<file path="config.mk">
export PLATFORM = sky130hd
export DESIGN_NAME = framed_packet_deframer_flat
export DESIGN_NICKNAME = d
export VERILOG_FILES = /design/src/rtl/fpd_pkg.sv /design/src/rtl/fpd_rx_if.sv /design/src/rtl/fpd_pkt_if.sv /design/src/rtl/framed_packet_deframer.sv /design/src/rtl/fpd_front.sv /design/src/rtl/fpd_queue.sv /design/src/rtl/fpd_back.sv /design/src/flat_wrapper.sv
export SDC_FILE = /design/constraint.sdc
export NUM_CORES = 1
export LEC_CHECK = 0
export BUFFER_PORTS_ARGS = -buffer_cell sky130_fd_sc_hd__buf_2
export CAP_MARGIN = 10
export CORE_ASPECT_RATIO = 1.2
export CORE_MARGIN = 3
export CORE_UTILIZATION = 45
export CTS_CLUSTER_SIZE = 8
export DETAILED_ROUTE_END_ITERATION = 7
export GPL_TIMING_DRIVEN = 0
export SYNTH_ARGS = -nofsm -noshare
export SYNTH_HDL_FRONTEND = slang
export SYNTH_HIERARCHICAL = 1
export SYNTH_SLANG_ARGS = --single-unit
export TNS_END_PERCENT = 1
</file>
<file path="constraint.sdc">
create_clock -name i_clk -period 7.9 [get_ports i_clk]
set_input_delay 0.395 -clock i_clk [delete_from_list [all_inputs] [get_ports i_clk]]
set_output_delay 0.395 -clock i_clk [all_outputs]
set_load 0.01 [all_outputs]
</file>
<file path="src/rtl/fpd_pkg.sv">
// Package for the framed packet deframer: field widths, configuration
// register indexes, and the structs passed between front, queue and back.
// No dependencies.
package fpd_pkg;

    localparam int BYTE_W     = 8;
    localparam int LEN_W      = 6;
    localparam int IDX_W      = 5;
    localparam int CFG_IDX_W  = 2;
    localparam int CFG_DATA_W = 8;

    localparam logic [CFG_IDX_W-1:0] CFG_START = 2'd0;
    localparam logic [CFG_IDX_W-1:0] CFG_END   = 2'd1;
    localparam logic [CFG_IDX_W-1:0] CFG_MAX   = 2'd2;

    localparam logic [BYTE_W-1:0] RST_START = 8'd170;
    localparam logic [BYTE_W-1:0] RST_END   = 8'd85;
    localparam logic [LEN_W-1:0]  RST_MAX   = 6'd32;

    // Descriptor of one checked packet waiting to be drained.
    typedef struct packed {
        logic              bank;
        logic [BYTE_W-1:0] ptype;
        logic [LEN_W-1:0]  plen;
    } t_desc;

    // Payload buffer write port.
    typedef struct packed {
        logic              en;
        logic              bank;
        logic [LEN_W-1:0]  idx;
        logic [BYTE_W-1:0] data;
    } t_store_wr;

endpackage

</file>
<file path="src/rtl/fpd_rx_if.sv">
// Byte input channel: valid/ready handshake carrying one received byte.
// Depends on fpd_pkg.
interface fpd_rx_if import fpd_pkg::*; ();
    logic              valid;
    logic              ready;
    logic [BYTE_W-1:0] rx_byte;

    modport source (output valid, output rx_byte, input ready);
    modport sink   (input valid, input rx_byte, output ready);
endinterface

</file>
<file path="src/rtl/fpd_pkt_if.sv">
// Result channel: valid/ready handshake carrying one deframed payload beat.
// Depends on fpd_pkg.
interface fpd_pkt_if import fpd_pkg::*; ();
    logic              valid;
    logic              ready;
    logic [BYTE_W-1:0] packet_type;
    logic [LEN_W-1:0]  packet_length;
    logic              has_data;
    logic [BYTE_W-1:0] data_byte;
    logic [IDX_W-1:0]  byte_index;
    logic              last;

    modport source (output valid, output packet_type, output packet_length,
                    output has_data, output data_byte, output byte_index,
                    output last, input ready);
    modport sink   (input valid, input packet_type, input packet_length,
                    input has_data, input data_byte, input byte_index,
                    input last, output ready);
endinterface

</file>
<file path="src/rtl/framed_packet_deframer.sv">
// Framed packet deframer top level. Depends on fpd_pkg, fpd_rx_if, fpd_pkt_if,
// fpd_front, fpd_queue and fpd_back.
//
// The parser takes one received byte per cycle while the descriptor queue is
// not full (start, type, length, payload, XOR checksum, end) and stores the
// payload in one of two buffer banks. A packet whose end byte and checksum
// match is handed to the drain engine through a two-entry descriptor queue;
// bad or oversized frames vanish without a beat. The drain engine picks up a
// descriptor and then, for each beat, does the registered buffer read and
// then loads the output register, waiting while that register holds a beat
// not yet taken; a zero-length packet gives a single beat with has_data low.
// A descriptor leaves the queue only when its last beat is loaded, so byte
// intake stalls exactly while both banks hold packets whose last beat is not
// yet loaded. There is no reset sweep of the buffer.
module framed_packet_deframer import fpd_pkg::*; #(
    parameter int BUF_DEPTH = 32
) (
    input  logic                  i_clk,
    input  logic                  i_rst_n,
    input  logic                  i_cfg_we,
    input  logic [CFG_IDX_W-1:0]  i_cfg_idx,
    input  logic [CFG_DATA_W-1:0] i_cfg_wdata,
    fpd_rx_if.sink                i_rx,
    fpd_pkt_if.source             o_pkt
);

    logic      q_push;
    logic      q_pop;
    logic      q_full;
    logic      q_empty;
    t_desc     push_desc;
    t_desc     head_desc;
    t_store_wr store_wr;

    fpd_front #(
        .BUF_DEPTH (BUF_DEPTH)
    ) u_front (
        .i_clk       (i_clk),
        .i_rst_n     (i_rst_n),
        .i_cfg_we    (i_cfg_we),
        .i_cfg_idx   (i_cfg_idx),
        .i_cfg_wdata (i_cfg_wdata),
        .i_rx        (i_rx),
        .i_q_full    (q_full),
        .o_push      (q_push),
        .o_desc      (push_desc),
        .o_wr        (store_wr)
    );

    fpd_queue u_queue (
        .i_clk   (i_clk),
        .i_rst_n (i_rst_n),
        .i_push  (q_push),
        .i_desc  (push_desc),
        .i_pop   (q_pop),
        .o_full  (q_full),
        .o_empty (q_empty),
        .o_head  (head_desc)
    );

    fpd_back #(
        .BUF_DEPTH (BUF_DEPTH)
    ) u_back (
        .i_clk     (i_clk),
        .i_rst_n   (i_rst_n),
        .i_wr      (store_wr),
        .i_q_empty (q_empty),
        .i_head    (head_desc),
        .o_pop     (q_pop),
        .o_pkt     (o_pkt)
    );

endmodule

</file>
<file path="src/rtl/fpd_front.sv">
// Front end: configuration registers and frame parser. Writes payload into
// the current buffer bank and pushes a descriptor for each good packet.
// Depends on fpd_pkg and fpd_rx_if.
module fpd_front import fpd_pkg::*; #(
    parameter int BUF_DEPTH = 32
) (
    input  logic                  i_clk,
    input  logic                  i_rst_n,
    input  logic                  i_cfg_we,
    input  logic [CFG_IDX_W-1:0]  i_cfg_idx,
    input  logic [CFG_DATA_W-1:0] i_cfg_wdata,
    fpd_rx_if.sink                i_rx,
    input  logic                  i_q_full,
    output logic                  o_push,
    output t_desc                 o_desc,
    output t_store_wr             o_wr
);

    typedef enum logic [2:0] {
        PH_HUNT,
        PH_TYPE,
        PH_LEN,
        PH_DATA,
        PH_SUM,
        PH_END
    } t_phase;

    localparam logic [BYTE_W-1:0] DEPTH_B = BYTE_W'(BUF_DEPTH);

    t_phase            r_phase;
    logic [BYTE_W-1:0] r_start;
    logic [BYTE_W-1:0] r_end;
    logic [LEN_W-1:0]  r_max;
    logic [BYTE_W-1:0] r_type;
    logic [LEN_W-1:0]  r_len;
    logic [LEN_W-1:0]  r_cnt;
    logic [BYTE_W-1:0] r_xor;
    logic [BYTE_W-1:0] r_sum;
    logic              r_bank;

    logic              acc;
    logic [BYTE_W-1:0] b;
    logic [BYTE_W-1:0] max_b;
    logic [BYTE_W-1:0] limit;
    logic              good;

    assign i_rx.ready = !i_q_full;
    assign acc        = i_rx.valid && !i_q_full;
    assign b          = i_rx.rx_byte;
    assign max_b      = {{(BYTE_W-LEN_W){1'b0}}, r_max};
    assign limit      = (max_b > DEPTH_B) ? DEPTH_B : max_b;
    assign good       = (b == r_end) && (r_xor == r_sum);

    assign o_push       = acc && (r_phase == PH_END) && good;
    assign o_desc.bank  = r_bank;
    assign o_desc.ptype = r_type;
    assign o_desc.plen  = r_len;

    assign o_wr.en   = acc && (r_phase == PH_DATA);
    assign o_wr.bank = r_bank;
    assign o_wr.idx  = r_cnt;
    assign o_wr.data = b;

    always_ff @(posedge i_clk) begin
        if (!i_rst_n) begin
            r_phase <= PH_HUNT;
            r_start <= RST_START;
            r_end   <= RST_END;
            r_max   <= RST_MAX;
            r_type  <= '0;
            r_len   <= '0;
            r_cnt   <= '0;
            r_xor   <= '0;
            r_sum   <= '0;
            r_bank  <= 1'b0;
        end else begin
            if (i_cfg_we) begin
                unique case (i_cfg_idx)
                    CFG_START: r_start <= i_cfg_wdata;
                    CFG_END:   r_end   <= i_cfg_wdata;
                    CFG_MAX:   r_max   <= i_cfg_wdata[LEN_W-1:0];
                    default:   ;
                endcase
            end
            if (acc) begin
                unique case (r_phase)
                    PH_HUNT: begin
                        if (b == r_start) r_phase <= PH_TYPE;
                    end
                    PH_TYPE: begin
                        r_type  <= b;
                        r_phase <= PH_LEN;
                    end
                    PH_LEN: begin
                        if (b > limit) begin
                            r_phase <= PH_HUNT;
                        end else begin
                            r_len   <= b[LEN_W-1:0];
                            r_cnt   <= '0;
                            r_xor   <= '0;
                            r_phase <= (b == '0) ? PH_SUM : PH_DATA;
                        end
                    end
                    PH_DATA: begin
                        r_xor <= r_xor ^ b;
                        r_cnt <= r_cnt + LEN_W'(1);
                        if ((r_cnt + LEN_W'(1)) >= r_len) r_phase <= PH_SUM;
                    end
                    PH_SUM: begin
                        r_sum   <= b;
                        r_phase <= PH_END;
                    end
                    PH_END: begin
                        r_phase <= PH_HUNT;
                        if (good) r_bank <= !r_bank;
                    end
                    default: r_phase <= PH_HUNT;
                endcase
            end
        end
    end

endmodule

</file>
<file path="src/rtl/fpd_queue.sv">
// Two-entry descriptor queue between the parser and the drain engine.
// Depends on fpd_pkg.
module fpd_queue import fpd_pkg::*; (
    input  logic  i_clk,
    input  logic  i_rst_n,
    input  logic  i_push,
    input  t_desc i_desc,
    input  logic  i_pop,
    output logic  o_full,
    output logic  o_empty,
    output t_desc o_head
);

    t_desc       r_ent [2];
    logic        r_wp;
    logic        r_rp;
    logic [1:0]  r_cnt;

    assign o_full  = (r_cnt == 2'd2);
    assign o_empty = (r_cnt == 2'd0);
    assign o_head  = r_ent[r_rp];

    always_ff @(posedge i_clk) begin
        if (i_push) r_ent[r_wp] <= i_desc;
    end

    always_ff @(posedge i_clk) begin
        if (!i_rst_n) begin
            r_wp  <= 1'b0;
            r_rp  <= 1'b0;
            r_cnt <= '0;
        end else begin
            if (i_push) r_wp <= !r_wp;
            if (i_pop)  r_rp <= !r_rp;
            unique case ({i_push, i_pop})
                2'b10:   r_cnt <= r_cnt + 2'd1;
                2'b01:   r_cnt <= r_cnt - 2'd1;
                default: ;
            endcase
        end
    end

endmodule

</file>
<file path="src/rtl/fpd_back.sv">
// Back end: two-bank payload buffer and drain engine that turns each
// descriptor into result beats through an output register.
// Depends on fpd_pkg and fpd_pkt_if.
module fpd_back import fpd_pkg::*; #(
    parameter int BUF_DEPTH = 32
) (
    input  logic      i_clk,
    input  logic      i_rst_n,
    input  t_store_wr i_wr,
    input  logic      i_q_empty,
    input  t_desc     i_head,
    output logic      o_pop,
    fpd_pkt_if.source o_pkt
);

    localparam int AW        = (BUF_DEPTH > 1) ? $clog2(BUF_DEPTH) : 1;
    localparam int MEM_DEPTH = 2 * (2 ** AW);

    typedef enum logic [1:0] {
        B_IDLE,
        B_FETCH,
        B_LOAD
    } t_bstate;

    logic [BYTE_W-1:0] r_mem [MEM_DEPTH];
    logic [BYTE_W-1:0] r_rd_data;

    t_bstate           r_state;
    t_desc             r_desc;
    logic [LEN_W-1:0]  r_k;

    logic              r_vld;
    logic [BYTE_W-1:0] r_type;
    logic [LEN_W-1:0]  r_len;
    logic              r_has;
    logic [BYTE_W-1:0] r_data;
    logic [IDX_W-1:0]  r_idx;
    logic              r_last;

    logic              out_free;
    logic              zero_len;
    logic              is_last;

    assign out_free = !r_vld || o_pkt.ready;
    assign zero_len = (r_desc.plen == '0);
    assign is_last  = zero_len || ((r_k + LEN_W'(1)) == r_desc.plen);
    // hold the descriptor, and so its bank, until the last beat is loaded
    assign o_pop    = (r_state == B_LOAD) && out_free && is_last;

    assign o_pkt.valid         = r_vld;
    assign o_pkt.packet_type   = r_type;
    assign o_pkt.packet_length = r_len;
    assign o_pkt.has_data      = r_has;
    assign o_pkt.data_byte     = r_data;
    assign o_pkt.byte_index    = r_idx;
    assign o_pkt.last          = r_last;

    always_ff @(posedge i_clk) begin
        if (i_wr.en) r_mem[{i_wr.bank, i_wr.idx[AW-1:0]}] <= i_wr.data;
        r_rd_data <= r_mem[{r_desc.bank, r_k[AW-1:0]}];
    end

    always_ff @(posedge i_clk) begin
        if (!i_rst_n) begin
            r_state <= B_IDLE;
            r_vld   <= 1'b0;
            r_desc  <= '0;
            r_k     <= '0;
        end else begin
            if (r_vld && o_pkt.ready) r_vld <= 1'b0;
            unique case (r_state)
                B_IDLE: begin
                    if (!i_q_empty) begin
                        r_desc  <= i_head;
                        r_k     <= '0;
                        r_state <= B_FETCH;
                    end
                end
                B_FETCH: r_state <= B_LOAD;
                B_LOAD: begin
                    if (out_free) begin
                        r_vld  <= 1'b1;
                        r_type <= r_desc.ptype;
                        r_len  <= r_desc.plen;
                        r_has  <= !zero_len;
                        r_data <= zero_len ? '0 : r_rd_data;
                        r_idx  <= r_k[IDX_W-1:0];
                        r_last <= is_last;
                        if (is_last) begin
                            r_state <= B_IDLE;
                        end else begin
                            r_k     <= r_k + LEN_W'(1);
                            r_state <= B_FETCH;
                        end
                    end
                end
                default: r_state <= B_IDLE;
            endcase
        end
    end

endmodule

</file>
<file path="src/flat_wrapper.sv">
// flat-port wrapper written by rule: the top's interface ports become plain ports
module framed_packet_deframer_flat import fpd_pkg::*;
#(
    parameter int BUF_DEPTH = 32
)
  (i_clk, i_rst_n, i_cfg_we, i_cfg_idx, i_cfg_wdata, i_rx_valid, i_rx_rx_byte, i_rx_ready, o_pkt_valid, o_pkt_packet_type, o_pkt_packet_length, o_pkt_has_data, o_pkt_data_byte, o_pkt_byte_index, o_pkt_last, o_pkt_ready);
  fpd_rx_if i_rx_i ();
  fpd_pkt_if o_pkt_i ();
  input  logic i_clk;
  input  logic i_rst_n;
  input  logic i_cfg_we;
  input  logic [CFG_IDX_W-1:0] i_cfg_idx;
  input  logic [CFG_DATA_W-1:0] i_cfg_wdata;
  input wire logic [$bits(i_rx_i.valid)-1:0] i_rx_valid;
  input wire logic [$bits(i_rx_i.rx_byte)-1:0] i_rx_rx_byte;
  output wire logic [$bits(i_rx_i.ready)-1:0] i_rx_ready;
  output wire logic [$bits(o_pkt_i.valid)-1:0] o_pkt_valid;
  output wire logic [$bits(o_pkt_i.packet_type)-1:0] o_pkt_packet_type;
  output wire logic [$bits(o_pkt_i.packet_length)-1:0] o_pkt_packet_length;
  output wire logic [$bits(o_pkt_i.has_data)-1:0] o_pkt_has_data;
  output wire logic [$bits(o_pkt_i.data_byte)-1:0] o_pkt_data_byte;
  output wire logic [$bits(o_pkt_i.byte_index)-1:0] o_pkt_byte_index;
  output wire logic [$bits(o_pkt_i.last)-1:0] o_pkt_last;
  input wire logic [$bits(o_pkt_i.ready)-1:0] o_pkt_ready;
  assign i_rx_i.valid = i_rx_valid;
  assign i_rx_i.rx_byte = i_rx_rx_byte;
  assign i_rx_ready = i_rx_i.ready;
  assign o_pkt_valid = o_pkt_i.valid;
  assign o_pkt_packet_type = o_pkt_i.packet_type;
  assign o_pkt_packet_length = o_pkt_i.packet_length;
  assign o_pkt_has_data = o_pkt_i.has_data;
  assign o_pkt_data_byte = o_pkt_i.data_byte;
  assign o_pkt_byte_index = o_pkt_i.byte_index;
  assign o_pkt_last = o_pkt_i.last;
  assign o_pkt_i.ready = o_pkt_ready;
  framed_packet_deframer #(.BUF_DEPTH(BUF_DEPTH)) u_core (.i_clk(i_clk), .i_rst_n(i_rst_n), .i_cfg_we(i_cfg_we), .i_cfg_idx(i_cfg_idx), .i_cfg_wdata(i_cfg_wdata), .i_rx(i_rx_i), .o_pkt(o_pkt_i));
endmodule
</file>
# ---- Word-level counts from Yosys, hierarchy flattened
# Memory sizes are Yosys's and may differ from the RTL's. A register that Yosys moved wholly into a read port is not among the register bits.
# Index checks and enable logic that the tools add are counted.
# W data, S select, Z words.
dict set report classes {
  n_eq_ne 22
  muxes 26
  magnitude_cmp 3
  bitwise_logic 3
  n_addsub 4
  reduce_logical 39
}
# operator count
set ops {}
lappend ops {{$mux W6} 5}
lappend ops {{$eq A8 B8 Y1} 3}
lappend ops {{$pmux W6 S2} 2}
lappend ops {{$pmux W8 S2} 1}
lappend ops {{$pmux W3 S5} 1}
lappend ops {{$reduce_and A3 Y1} 5}
lappend ops {{$reduce_and A2 Y1} 7}
lappend ops {{$add A6 B1 Y6 const B} 2}
lappend ops {{$mux W3} 4}
lappend ops {{$ne A2 B2 Y1 const B} 5}
lappend ops {{$eq A2 B2 Y1 const B} 4}
lappend ops {{$gt A8 B6 Y1} 1}
lappend ops {{$logic_and A1 B1 Y1} 8}
lappend ops {{$logic_not A8 Y1} 1}
lappend ops {{$mux W1} 8}
lappend ops {{$mux W8} 1}
lappend ops {{$xor A8 B8 Y8} 1}
lappend ops {{$logic_not A1 Y1} 7}
lappend ops {{$eq A2 B1 Y1 const B} 3}
lappend ops {{$eq A3 B2 Y1 const B} 2}
lappend ops {{$eq A3 B3 Y1 const B} 2}
lappend ops {{$eq A6 B6 Y1} 1}
lappend ops {{$ge A6 B6 Y1} 1}
lappend ops {{$gt A6 B6 Y1 const B} 1}
lappend ops {{14 further kinds} 21}
dict set report totals {
  in_bits 23
  ramBits 542
  regBits 104
  output_inout_bits 31
  n_memories 2
  wordCells 121
}
# memory words word_bits rd rd_clocked_by_memory_dff write_ports line_no
set memory_table {}
lappend memory_table {u_core.u_back.r_mem 64 8 1 1 1 fpd_back.sv:25} ;# logic [BYTE_W-1:0] r_mem [MEM_DEPTH];
lappend memory_table {u_core.u_queue.r_ent 2 15 1 1 1 fpd_queue.sv:14} ;# t_desc r_ent [2];

# ---- Longest topological paths before layout
# Gate-level depths: netlist of the first run.
dict set report depth {
  depth_word 7
  ltp_mapped 11
  mapped_depth_nobuf 10
}

# ---- Hierarchy
# The synthesis of the first run kept the hierarchy.
# mod seq_area_each_um2 instances area_per_inst_um2 cells_per_inst
set by_module_without_submodules {}
lappend by_module_without_submodules {fpd_back 16886.2 1 21981.1 1058}
lappend by_module_without_submodules {fpd_front 1241.2 1 3434.5 378}
lappend by_module_without_submodules {fpd_queue 1001.0 1 1296.2 69}

# ---- Worst setup path before layout of the first run
# No wires, ideal clock.
dict set report synth_path {
  path_kind {input -> register}
  from {in i_rx_rx_byte[4]}
  to {mem u_core/u_queue/r_ent[0][0] (netlist bit), enable pin}
  arrival_ns 2.335
  setup_time_ns 0.388
  setup_slack_ns 5.178
  cell_stages 7
  t_required_ns 7.512
  path_buffers 1
  cell_sequence {buf_2 -> xor2_1 -> nor4_1 -> nand3_1 -> nor4_1 -> inv_1 -> nor2_1}
}
dict set report synth_between {
  elab_chain_cells 5
}
# element line_no
set synth_lines {}
lappend synth_lines {{start: declaration} flat_wrapper.sv:15} ;# input wire logic [$bits(i_rx_i.rx_byte)-1:0] i_rx_rx_byte;
lappend synth_lines {{$eq A8 B8 Y1} fpd_front.sv:52} ;# assign good = (b == r_end) && (r_xor == r_sum);
lappend synth_lines {{$logic_and A1 B1 Y1} fpd_front.sv:52}
lappend synth_lines {{$logic_and A1 B1 Y1} fpd_front.sv:54} ;# assign o_push = acc && (r_phase == PH_END) && good;
lappend synth_lines {{named net u_core.q_push} framed_packet_deframer.sv:27} ;# logic q_push;
lappend synth_lines {{$mux W1} fpd_queue.sv:24} ;# if (i_push) r_ent[r_wp] <= i_desc;
lappend synth_lines {{$mux W1 (implied by the code)} fpd_queue.sv:24}
lappend synth_lines {{end: declaration} fpd_queue.sv:14}
# The timed path passes the listed nets, and every way through them passes these cells.

==> flow_summary_export.csv, run 1 <==
group,metric,value,unit
run_status,status,"finished, final reports clean",
pwr,leakagePower,9.67,nW
route,viasPerCell,5.74,
pwr,max-vdd-ir-drop,151,uV
global_route,grt_usage,0.209,
route,ant_nets,0,
timing,slew_viol_final,0,
cts,cts_resized,0,
timing,setup_ws,4.03,ns
global_route,grt_pass1_vias,14500,
route,drtIter0Drc,1374,
global_route,antenna_found_initial,1,
critical_path,rr_endpoint,"u_core/u_back/r_mem[14][6]$_DFFE_PP_",
timing,fin_worst_skew,0.0210,ns
timing,setup_viol,0,
cts,cts_root_buffer,"clkbuf_16",
worst_hold_path,hold_end,"u_core/u_front/r_end[2]$_SDFFE_PN1P_",
floorplan,ios,54,
route,post-route-drc-count,0,
pwr,p_comb_frac,0.014,
pwr,p_sw_frac,0.194,
cts,cts_tree,"yes",
placed_design,dp_hpwl,41800,microns
cts,numCtsBuffers,93,
critical_path,cp_max_fo,13,
synthesis,yosysMostFrequentCell,"edfxtp_1",
floorplan,fp.dieArea,0.0623,sq mm
critical_path,r2r_cells,6,
synthesis,synth_area_leaders,"edfxtp_1 (64%), mux4_2 (12%), dfxtp_1 (7.4%), mux2i_1 (1.9%), nor2_1 (1.5%)",
pwr,finalPower,7.48,mW
synthesis,synth_edf_count,571,
final_layout,drive_above_1_share,0.220,
timing,setup_tns,0,ns
synthesis,synthDominantAreaCellType,"edfxtp_1",
placed_design,portBuffers,50,
final_layout,stdcell_area,0.0306,sq mm
critical_path,crit_path_end_kind,"register",
global_route,grt_pass1_wl,95300,microns
critical_path,reg2reg_from,"u_core/u_queue/r_cnt[0]$_SDFFE_PN0P_",
synthesis,syn_inst,1505,
synthesis,yosysWarningCount,6,
timing,hold_violations,0,
synthesis,syn_nets,1543,
pwr,p_per_area,245,mW/mm^2
global_route,grt_max_degree,65,
worst_hold_path,hold_depth,3,
synthesis,synth_top_flop_cell,"edfxtp_1",
cts,clock_sinks,670,
route,wl_per_cell,25.9,microns
synthesis,synth_top_cells_by_count,"edfxtp_1 (571), mux4_2 (147), nor2_1 (109)",
floorplan,core,0.0586,sq mm
worst_hold_path,worstHoldStart,"i_cfg_wdata[2]",
timing,tightest_slew,1.03,ns
critical_path,reg2reg_slack,4.03,ns
timing,fmax,258,MHz
route,wirelength,64300,microns
timing,relSlewSlack,0.315,
pwr,power_frac_seq,0.514,
placed_design,pre_cts_ws,4.10,ns
critical_path,path_class,"register to register",
floorplan,start_util,0.456,
timing,post-route-period-util,0.490,
cts,clk_latency,0.62,ns
synthesis,yosys.cell_types.count,61,
critical_path,start_kind,"register",
pwr,switchingPower,1.45,mW
final_layout,fin_nets,1692,
synthesis,syn_area,0.0267,sq mm
route,dr.pass1.iters,5,
worst_hold_path,hold_path_class,"input pin to register",
cts,cts-htree-levels,3,
critical_path,worstPathArrival,4.10,ns
global_route,grt-ovfl-total,0,
pwr,internal_power,6.03,mW
run,max-cap-violations,0,
cts,path_clk_slew,0.05,ns
floorplan,rows,97,
placed_design,place_area,0.0280,sq mm
floorplan,die_h,273,microns
timing,rsz0062_at_grt,"false",
final_layout,areaGrowthSynthToFinish,14.5,%
final_layout,diodes,0,
placed_design,globalplace.congestion,0.819,
synthesis,avgSynthCellArea,17.7,sq um
route,vias,14200,
synthesis,yosysSeqAreaShare,0.716,
timing,period_needed,3.87,ns
synthesis,synth_top_cell_area_share,0.642,
synthesis,ys_seq_elements,670,
cts,clock_path_buffers,3,
critical_path,cp.required,8.13,ns
floorplan,die_width,228,microns
pwr,p_clk_frac,0.472,
synthesis,synthArstFlopShare,0,
-- cells by family (layout without fill, tap and decap cells) --
kind of cell,Yosys count,in the layout,synth area share
compound gates,130,130,0.0333
xor+xnor,36,36,0.0118
flops,670,670,0.716
buf+inv,107,292,0.0199
mux,215,215,0.150
simple gates,332,332,0.0617
fa+ha+maj,15,15,0.00703
-- cell type report --
class,count,area [sq um]
Tap cell,792,991
Multi-Input combinational cell,728,7060
Sequential cell,670,19100
Timing Repair Buffer,54,309
Buffer,94,483
Inverter,13,48.8
Clock buffer,127,2510
Clock inverter,4,50.0
Fill cell,4696,28000
-- layout by cell type, fill, tap and decap left out, types with 7 or more instances in the layout --
cell type	count
a211oi_1	10
a21oi_1	29
a22oi_1	7
a31oi_1	15
and2_1	15
buf_1	11
buf_2	70
buf_4	20
clkbuf_1	70
clkbuf_16	95
dfxtp_1	99
edfxtp_1	571
ha_1	15
inv_1	13
mux2_2	16
mux2i_1	52
mux4_2	147
nand2_1	85
nand2b_1	13
nand3_1	20
nand3b_1	9
nand4_1	7
nor2_1	109
nor2b_1	17
nor3_1	13
nor4_1	12
o211ai_1	7
o21ai_0	20
o22ai_1	9
xnor2_1	19
xor2_1	17
-- routing by layer --
layer	GRT usage	wire length [microns]	part of all wire
met1	0.272	26400	0.41
met2	0.354	32300	0.50
met3	0.0480	4290	0.067
met4	0.0595	1380	0.021
met5	0	9	0.00014
-- flip-flops by register name, summed over array words and instances (netlist names), 2 cells and up, named ones only --
register                           count
u_core/u_back/o_pkt.packet_length      6
u_core/u_front/r_cnt                   6
u_core/u_back/o_pkt.byte_index         5
u_core/u_front/r_type                  8
u_core/u_front/r_len                   6
u_core/u_back/r_rd_data                8
u_core/u_front/r_end                   8
u_core/u_front/r_start                 8
u_core/u_back/r_state                  2
u_core/u_back/o_pkt.packet_type        8
u_core/u_front/r_phase                 3
u_core/u_front/r_xor                   8
u_core/u_back/r_k                      6
u_core/u_queue/r_cnt                   2
u_core/u_front/r_max                   6
u_core/u_queue/r_ent                  30
u_core/u_front/r_sum                   8
u_core/u_back/r_mem                  512
u_core/u_back/r_desc                  15
u_core/u_back/o_pkt.data_byte          8
-- per-stage QoR --
step	hold WS, ns	util	std cells
after detailed placement	0.418	0.478	2349
after CTS	0.0200	0.521	2482
final	0.0441	0.522	2482
after global placement	0.410	0.477	2347
after floorplan	0.406	-	1505
after global routing	0.0502	0.522	2482
-- repair_timing --
item,in CTS,in global routing
hold endpoints to repair,2,0
hold buffers,2,0
setup buffers,0,0
-- power groups by stage --
stage / clock network [mW] / logic, mW / registers, mW
3_5_place_dp: 0 / 0.109 / 3.91
3_3_place_gp: 0 / 0.104 / 3.91
6_report: 3.53 / 0.107 / 3.84
5_1_grt: 3.76 / 0.119 / 3.84
4_1_cts: 3.61 / 0.110 / 3.84
2_1_floorplan: 0 / 0.0618 / 3.91
-- worst max-delay path by stage --
stage / startpoint / end / slack, ns / cells after the start
detailed placement: u_core/u_queue/r_cnt[0]$_SDFFE_PN0P_ / u_core/u_back/r_mem[62][4]$_DFFE_PP_ / 4.10 / 6
finish: u_core/u_queue/r_cnt[0]$_SDFFE_PN0P_ / u_core/u_back/r_mem[14][6]$_DFFE_PP_ / 4.03 / 6
floorplan: i_rx_rx_byte[4] / u_core/u_queue/r_ent[0][0]$_DFFE_PP_ / 5.18 / 7
global route: u_core/u_queue/r_cnt[0]$_SDFFE_PN0P_ / u_core/u_back/r_mem[17][1]$_DFFE_PP_ / 3.85 / 5
global placement: i_rx_rx_byte[4] / u_core/u_queue/r_ent[0][12]$_DFFE_PP_ / 4.02 / 8
CTS: u_core/u_queue/r_cnt[0]$_SDFFE_PN0P_ / u_core/u_back/r_mem[62][0]$_DFFE_PP_ / 4.09 / 6
-- worst max-delay path, cell delays in order (launching register included) --
cell and delay, ns:
dfxtp_1 0.40, and2b_2 0.29, nand4bb_1 0.34, nor2_1 0.71, nor2b_1 0.33, nand3_1 0.48
nor2_1 0.92
Note: power is estimated with default switching activity, not from simulation.
==> run 2, diff against run 1 <==
clock period = 3.5 ns   (was 7.9 ns; I/O delays follow)
==> run 2 against run 1 <==
Net effect:
- the run now ends with negative setup slack left
- largest cell class unchanged
- clock power rose by 130%
- utilization rose by 0.39 points
- clock skew fell by 0.0013 ns
- sequential power rose by 130%
- total power rose by 130%
- worst hold slack improved by 0.027 ns
- fmax rose by 8.3%
- setup slack got worse by 4.1 ns
- wire length rose by 0.24%
- critical endpoint is now u_core/u_back/r_mem[38][6]$_DFFE_PP_
- sequential share of layout area fell by 0.46 points
- global-route usage barely moved
- combinational power rose by 140%
==> flow_summary_export.csv, run 2 (synthesis gave the netlist of run 1 again) <==
group,metric,value,unit
worst_hold_path,worstHoldStart,"i_rx_valid",
placed_design,dp_hpwl,41800,microns
pwr,max-vdd-ir-drop,340,uV
final_layout,final_cell_mix,"edfxtp_1 (571), mux4_2 (147), dfxtp_1 (99)",
cts,clock_path_buffers,3,
global_route,grt-ovfl-total,0,
pwr,leakagePower,9.71,nW
cts,clock_sinks,670,
final_layout,postLayoutCoreUtil,0.526,
floorplan,die_h,273,microns
run_status,failed_checks,"negative setup slack",
cts,post-cts-setup-buffers,0,
critical_path,crit_path_end_kind,"register",
worst_hold_path,hold_depth,3,
global_route,grt_max_degree,65,
worst_hold_path,hold_path_class,"input pin to register",
timing,rsz0062_at_grt,"true",
route,wirelength,64500,microns
placed_design,place_area,0.0280,sq mm
cts,cts_root_buffer,"clkbuf_16",
run,max-cap-violations,0,
cts,clk_latency,0.62,ns
placed_design,pre_cts_ws,-0.304,ns
floorplan,die_width,228,microns
route,ant_nets,0,
critical_path,reg2reg_slack,-0.07,ns
route,vias,14300,
route,post-route-drc-count,0,
timing,relSlewSlack,0.311,
timing,period_needed,3.57,ns
critical_path,rr_endpoint,"u_core/u_back/r_mem[38][6]$_DFFE_PP_",
timing,fin_worst_skew,0.0197,ns
route,dr.pass1.iters,5,
floorplan,start_util,0.456,
route,wl_per_cell,25.9,microns
critical_path,worstPathArrival,3.81,ns
floorplan,ios,54,
final_layout,stdcell_area,0.0308,sq mm
floorplan,core,0.0586,sq mm
timing,fmax,280,MHz
critical_path,cp_max_fo,13,
floorplan,rows,97,
cts,numCtsBuffers,93,
global_route,antenna_found_initial,1,
timing,tightest_slew,1.03,ns
timing,setup_viol,65,
critical_path,path_class,"register to register",
run_status,status,"complete, but fails checks",
critical_path,r2r_cells,6,
cts,path_clk_slew,0.05,ns
final_layout,diodes,0,
worst_hold_path,hold_end,"u_core/u_front/r_phase[0]$_SDFFE_PN0P_",
final_layout,final_common_cell,"edfxtp_1",
global_route,grt_usage,0.209,
final_layout,areaGrowthSynthToFinish,15.3,%
placed_design,portBuffers,50,
pwr,p_per_area,548,mW/mm^2
global_route,grt_pass1_wl,95600,microns
cts,cts_tree,"yes",
timing,hold_violations,0,
final_layout,drive_above_1_share,0.248,
final_layout,fin_nets,1702,
timing,setup_ws,-0.0716,ns
critical_path,cp.required,3.74,ns
placed_design,globalplace.congestion,0.819,
timing,post-route-period-util,1.02,
critical_path,reg2reg_from,"u_core/u_queue/r_cnt[0]$_SDFFE_PN0P_",
floorplan,fp.dieArea,0.0623,sq mm
final_layout,fillers,4680,
cts,cts-htree-levels,3,
route,viasPerCell,5.74,
critical_path,start_kind,"register",
timing,slew_viol_final,0,
route,drtIter0Drc,1450,
pwr,finalPower,16.9,mW
final_layout,largest_register_ffs,512,
global_route,grt_pass1_vias,14600,
==> run 2: routing by layer <==
layer	GRT usage	share of wire	vias up
li1	-	-	6281
met2	0.355	0.50	483
met4	0.0595	0.020	2
met1	0.272	0.41	7446
met5	0	0.00014	-
met3	0.0475	0.063	103
==> run 2: worst max-delay path by stage <==
stage                                         start                              endpoint  slack (ns)  depth (start not counted)
2_1_floorplan  u_core/u_queue/r_cnt[0]$_SDFFE_PN0P_  u_core/u_back/r_mem[62][0]$_DFFE_PP_        0.85                          6
3_3_place_gp   u_core/u_queue/r_cnt[0]$_SDFFE_PN0P_  u_core/u_back/r_mem[62][4]$_DFFE_PP_       -0.21                          6
3_5_place_dp   u_core/u_queue/r_cnt[0]$_SDFFE_PN0P_  u_core/u_back/r_mem[62][4]$_DFFE_PP_       -0.30                          6
4_1_cts        u_core/u_queue/r_cnt[0]$_SDFFE_PN0P_  u_core/u_back/r_mem[30][4]$_DFFE_PP_       -0.03                          6
5_1_grt        u_core/u_queue/r_cnt[0]$_SDFFE_PN0P_  u_core/u_back/r_mem[62][0]$_DFFE_PP_       -0.16                          6
6_report       u_core/u_queue/r_cnt[0]$_SDFFE_PN0P_  u_core/u_back/r_mem[38][6]$_DFFE_PP_       -0.07                          6
==> run 2: power breakdown <==
| group | switching (mW) | internal (mW) |
|---|---|---|
| registers | 0.00570 | 8.67 |
| clock network | 3.08 | 4.89 |
| logic | 0.188 | 0.0639 |
| total | 3.27 | 13.6 |
==> run 2: final cells by class <==
cell class,count,area (sq um),area share
Tap cell,792,991,0.0322
Timing Repair Buffer,64,409,0.0133
Buffer,94,484,0.0157
Sequential cell,670,19100,0.621
Clock buffer,127,2510,0.0814
Inverter,13,48.8,0.00158
Clock inverter,4,50.0,0.00162
Multi-Input combinational cell,728,7190,0.233
==> run 2: critical path: stages (launching register included) <==
cell,delay (ns)
dfxtp_1,0.40
and2b_2,0.29
nand4bb_1,0.36
nor2_2,0.53
nor2b_1,0.32
nand3_1,0.57
nor2_2,0.71
==> run 2: repair_timing <==
item                       in CTS  in global routing
hold endpoints to repair       33                  0
setup endpoints to repair     452                342
hold buffers                   12                  0
resized for setup              25                 27
==> run 2: through the flow <==
stage,hold slack (ns),setup TNS (ns),std cells
2_1_floorplan,0.293,0,1505
3_3_place_gp,0.410,-32.08,2347
3_5_place_dp,0.409,-55.08,2349
4_1_cts,0.0407,-0.446,2492
5_1_grt,0.0760,-16.25,2492
6_report,0.0707,-2.19,2492
